File: config.mk
export PLATFORM = sky130hd
export DESIGN_NAME = udiv_step
export DESIGN_NICKNAME = d
export VERILOG_FILES = /design/src/design/udiv_pkg.sv /design/src/design/udiv_step.sv
export SDC_FILE = /design/constraint.sdc
export NUM_CORES = 1
export LEC_CHECK = 0
export ABC_AREA = 1
export BUFFER_PORTS_ARGS = -buffer_cell sky130_fd_sc_hd__buf_2
export CORE_AREA = 2 2 165 167
export CTS_BUF_LIST = sky130_fd_sc_hd__clkbuf_4 sky130_fd_sc_hd__clkbuf_8 sky130_fd_sc_hd__clkbuf_16
export DETAILED_ROUTE_END_ITERATION = 6
export DIE_AREA = 0 0 167 169
export PLACE_DENSITY_LB_ADDON = 0.05
export SYNTH_ARGS = -nofsm -noshare
export SYNTH_HDL_FRONTEND = slang
export SYNTH_SLANG_ARGS = --single-unit
File: constraint.sdc
create_clock -name i_clk -period 11.7 [get_ports i_clk]
set_clock_uncertainty 0.1 [all_clocks]
set_input_delay 0.585 -clock i_clk [delete_from_list [all_inputs] [get_ports i_clk]]
set_output_delay 0.585 -clock i_clk [all_outputs]
set_load 0.02 [all_outputs]
File: src/design/udiv_pkg.sv
// ----------------------------------------------------------------------------
// udiv_pkg
// Shared types and constants for the pipelined unsigned divider.
// ----------------------------------------------------------------------------
`default_nettype none

package udiv_pkg;

    // Width of each operand and result field on the ports.
    localparam int FIELD_WIDTH = 64;
    // Width of the arithmetic.
    // Operand bits above it are ignored, and result bits above it are zero.
    localparam int DATA_WIDTH  = 64;

    // Input request: dividend and divisor.
    typedef struct packed {
        logic [FIELD_WIDTH-1:0] dividend;
        logic [FIELD_WIDTH-1:0] divisor;
    } t_in;

    // Output request: quotient and remainder.
    typedef struct packed {
        logic [FIELD_WIDTH-1:0] quotient;
        logic [FIELD_WIDTH-1:0] remainder;
    } t_out;

    // Working state that travels down the pipeline.
    // nq holds the dividend bits that are still unused in its upper part and
    // the quotient bits found so far in its lower part.
    typedef struct packed {
        logic [DATA_WIDTH-1:0] rem;
        logic [DATA_WIDTH-1:0] nq;
        logic [DATA_WIDTH-1:0] dsr;
    } t_stage;

endpackage

`default_nettype wire

File: src/design/udiv_step.sv
// ----------------------------------------------------------------------------
// udiv_step
// One restoring shift-and-subtract step followed by a stage register.
// ----------------------------------------------------------------------------
`default_nettype none

module udiv_step (
    input  wire                 i_clk,
    input  wire                 i_rst_n,
    input  wire                 i_valid,
    output logic                o_ready,
    input  wire udiv_pkg::t_stage i_data,
    output logic                o_valid,
    input  wire                 i_ready,
    output udiv_pkg::t_stage    o_data
);
    import udiv_pkg::*;

    logic                  r_valid;
    t_stage                r_data;
    t_stage                n_data;
    logic [DATA_WIDTH:0]   shifted;
    logic [DATA_WIDTH:0]   diff;
    logic                  fits;

    // The top bit of the shifted remainder acts as the carry out of the
    // shift, so large divisors are still handled exactly.
    always_comb begin
        shifted    = {i_data.rem, i_data.nq[DATA_WIDTH-1]};
        diff       = shifted - {1'b0, i_data.dsr};
        fits       = ~diff[DATA_WIDTH];
        n_data.rem = fits ? diff[DATA_WIDTH-1:0] : shifted[DATA_WIDTH-1:0];
        n_data.nq  = {i_data.nq[DATA_WIDTH-2:0], fits};
        n_data.dsr = i_data.dsr;
    end

    // The stage takes a new request when it is empty or its content moves on.
    assign o_ready = ~r_valid | i_ready;

    always_ff @(posedge i_clk) begin
        if (!i_rst_n) begin
            r_valid <= 1'b0;
        end else if (o_ready) begin
            r_valid <= i_valid;
        end
    end

    always_ff @(posedge i_clk) begin
        if (o_ready && i_valid) begin
            r_data <= n_data;
        end
    end

    assign o_valid = r_valid;
    assign o_data  = r_data;

endmodule

`default_nettype wire

# After elaboration in Yosys (flattened, before gate mapping)
# Index checks and enable logic that the tools add are counted.
# word_totals
reg_bits	193
input_bits	196
out_inout_bits	194
word_cells	10
# op_classes
addsub	1
n_mux	1
bitwise_logic	3
n_reduce_logical	1
# ops
operator	count
$sub A65 B64 Y65	1
$mux W64	1
$not A1 Y1	2
$logic_and A1 B1 Y1	1
$or A1 B1 Y1	1

# Logic depth before layout (Yosys ltp)
# logic_depth
depth_word	3
ltp_mapped	20
depth_no_buf	18

# Worst setup path before layout
# Ideal clock, no wire load.
# synth_path
path_type	input-to-reg
startpoint	input port i_valid
endpoint	register r_data, in the netlist o_data[0], enable pin
setup_ns	0.808
t_arrival_ns	9.842
required_time_ns	10.792
path_slack_ns	0.950
path_stages	2
path_buffers	0
path_cell_list	inv_1 -> a21oi_1
# synth_between
elab_chain_cells	1
# synth_lines
item	line_no	source
start, declared	udiv_step.sv:10	input wire i_valid,
$logic_and A1 B1 Y1	udiv_step.sv:49	if (o_ready && i_valid) begin
end signal, assigned	udiv_step.sv:50	r_data <= n_data;
end, declared	udiv_step.sv:20	t_stage r_data;
# No other way between the ends.
# A chain may end at the register's enable or synchronous reset.

==> results.toml <==
[worst_hold_path]
min-delay-start = "i_data[78]"
hold_end = "o_data[79]"
hp-class = "in -> reg"
min_path_cells = 1

[synthesis]
synth_cells = 1806
syn_area_um2 = 13100
syn_area_per_cell_um2 = 7.23
ys_seq_elements = 193
yosysTopAreaCellShare_pct = 44.2
yosys.area.top_type = "edfxtp_1"
synth_cell_types = 33
synthTopCellsByArea = "edfxtp_1, nand2_1, inv_1"
seq_area_frac_synth_pct = 44.3
postSynthNetCount = 2067
ys_warn_count = 0

[sta]
hold_viol_final = 0
rsz0062_at_grt = "false"
period_needed_ns = 3.24
fmax_mhz = 308
relSlewSlack_pct = 43.1
slew_violations = 0
finalSetupTns_ns = 0
finalCritPeriodShare_pct = 27.7
worst_pin_slew_ns = 0.854
timing.hold.ws_ns = 0.207
setup_ws_ns = 8.46
setup-violations-final = 0

[global_routing]
grt_pass1_wl_um = 65300
grt_max_degree = 66
grt-ovfl-total = 0
grt_usage_pct = 30.0
antenna_found_initial = 2
first_global_vias = 12000

[setup_path]
reg2reg_to = "o_data[174]"
arrival_ns = 3.45
cp_slowest_cell = "buf_4"
worstPathRequired_ns = 11.90
rrSetupSlack_ns = 8.87
r2r-start = "o_valid"
crit_family = "simple AND/OR/NAND/NOR gates"
worstSetupStartpointType = "input port"
slowest_delay_ns = 0.64
criticalPathCategory = "in -> reg"
end_kind = "register"
r2r_cells = 3
cp_cell_sequence = "buf_2 > ha_1 > fa_1 > inv_1 > nand2_1 > nand2_1 > nand3_1 > nand2_2 > nand2_1 > nand2_2 > nand2_1 > nand2_2 > nand2_2 > nand2_2 > nand2_2 > nand2_2 > buf_4 > nand2_1 > nand2_1"
cp_common_cell = "nand2_2"
path_max_fanout = 65
crit_buf_inv = 3

[cells_and_area]
final_cell_mix = "nand2_1, inv_1, buf_2"
layout_commonest_cell = "nand2_1"
final_core_util_pct = 60.1
stdcell_count = 2559
nets = 2466
final_cell_area_um2 = 15900
syn_to_final_growth_pct = 22.0
drive_above_1_share_pct = 21.2

[detailed_routing]
wl_met3_um = 2890
wl_per_cell_um = 16.8
met1_length_um = 18100
wl_um = 43000
vias = 12600
drt_pass1_iterations = 7
vias_per_cell = 4.91
drc_errors = 0
dr.max_layer_used = "met5"
drtIter0Drc = 911
wl_met2_um = 21200
ant_nets = 0

[clocking]
cts_sinks = 193
cts-root-buf = "clkbuf_16"
hold_buffers = 0
clock_path_buffers = 2
cts-buffers-inserted = 17
cts_tree = "done"
clk_pin_slew_ns = 0.09
clk_latency_ns = 0.44
cts_max_level = 4
cts_setup_buffers = 0
cts_resized = 0

[floorplan]
dieHeight_um = 169
initial_core_util_pct = 49.2
die_w_um = 167
core_area_um2 = 26500
io_pins = 390
rows = 60
die_area_um2 = 28200

[flow_run]
maxCapViolations = 0

[placed_design]
placement.cell_area_um2 = 15300
post-place-ws_ns = 7.97
finalWeightedCongestion = 0.996
dp_cells = 2527
portBuffers = 389
dp_hpwl_um = 35600

[status]
status = "finished, final reports clean"

[power_and_ir_drop]
leakage_nw = 9.04
p_per_area_nw_per_um2 = 127
vdd_drop_max_uv = 94.6
power.total_mw = 2.02
==> area by class of cell <==
class | instances | area, um^2
multi-input combinational | 1204 | 5650
sequential | 193 | 5790
inverter | 396 | 1490
clock buffer | 17 | 425
timing repair buffer | 393 | 1980
clock inverter | 14 | 163
fill | 2500 | 10600
tap | 341 | 427
antenna | 1 | 2.50
==> kinds of logic after synthesis <==
logic type	synth area share, %
AO/OA/AOI/OAI	2.70
XOR/XNOR	2.08
AND/OR/NAND/NOR	32.1
flip-flops	44.3
buffers and inverters	12.5
adder cells (fa/ha/maj)	6.29
==> worst max path at each step <==
stage / from / end / slack [ns] / cells after the start
after floorplan: i_valid / o_data[0] / 0.95 / 2
after global placement: i_data[0] / o_data[159] / 8.12 / 19
after detailed placement: i_data[0] / o_data[176] / 7.97 / 19
after CTS: i_data[0] / o_data[176] / 8.43 / 19
after global routing: i_data[127] / o_data[145] / 8.26 / 20
final: i_data[0] / o_data[142] / 8.46 / 19
==> routing by layer <==
metal,up-vias,GRT usage [%]
met5,-,0
met4,2,7.80
met3,49,5.07
met2,437,52.9
met1,5777,38.2
li1,6312,-
==> registers in the layout, summed over array words and instances, names as in the netlist <==
register and cells:
o_data 192, o_valid 1
==> synth_stat cells, drive strengths merged <==
cell / n
a21boi: 1
a21oi: 53
and3: 2
buf: 13
clkinv: 1
dfxtp: 1
edfxtp: 192
fa: 1
ha: 64
inv: 395
nand2: 824
nand3: 68
nand3b: 1
nand4: 19
nor2: 110
nor3: 12
nor4: 4
o21ai: 4
o21bai: 8
or2: 2
xnor2: 1
xor2: 30
==> worst register-to-register path: cells and delay by family (launching register included) <==
| kind | cells | cell delay, ns |
|---|---|---|
| flip-flops | 1 | 0.35 |
| AO/OA/AOI/OAI | 1 | 0.57 |
| buffers and inverters | 2 | 1.36 |
==> power by group <==
group | switching [mW] | total, mW | leakage [nW] | internal [mW]
registers | 0.0128 | 0.846 | 1.88 | 0.833
logic | 0.396 | 0.574 | 6.88 | 0.178
clock network | 0.309 | 0.597 | 0.287 | 0.288
(Power assumes the default switching activity.)
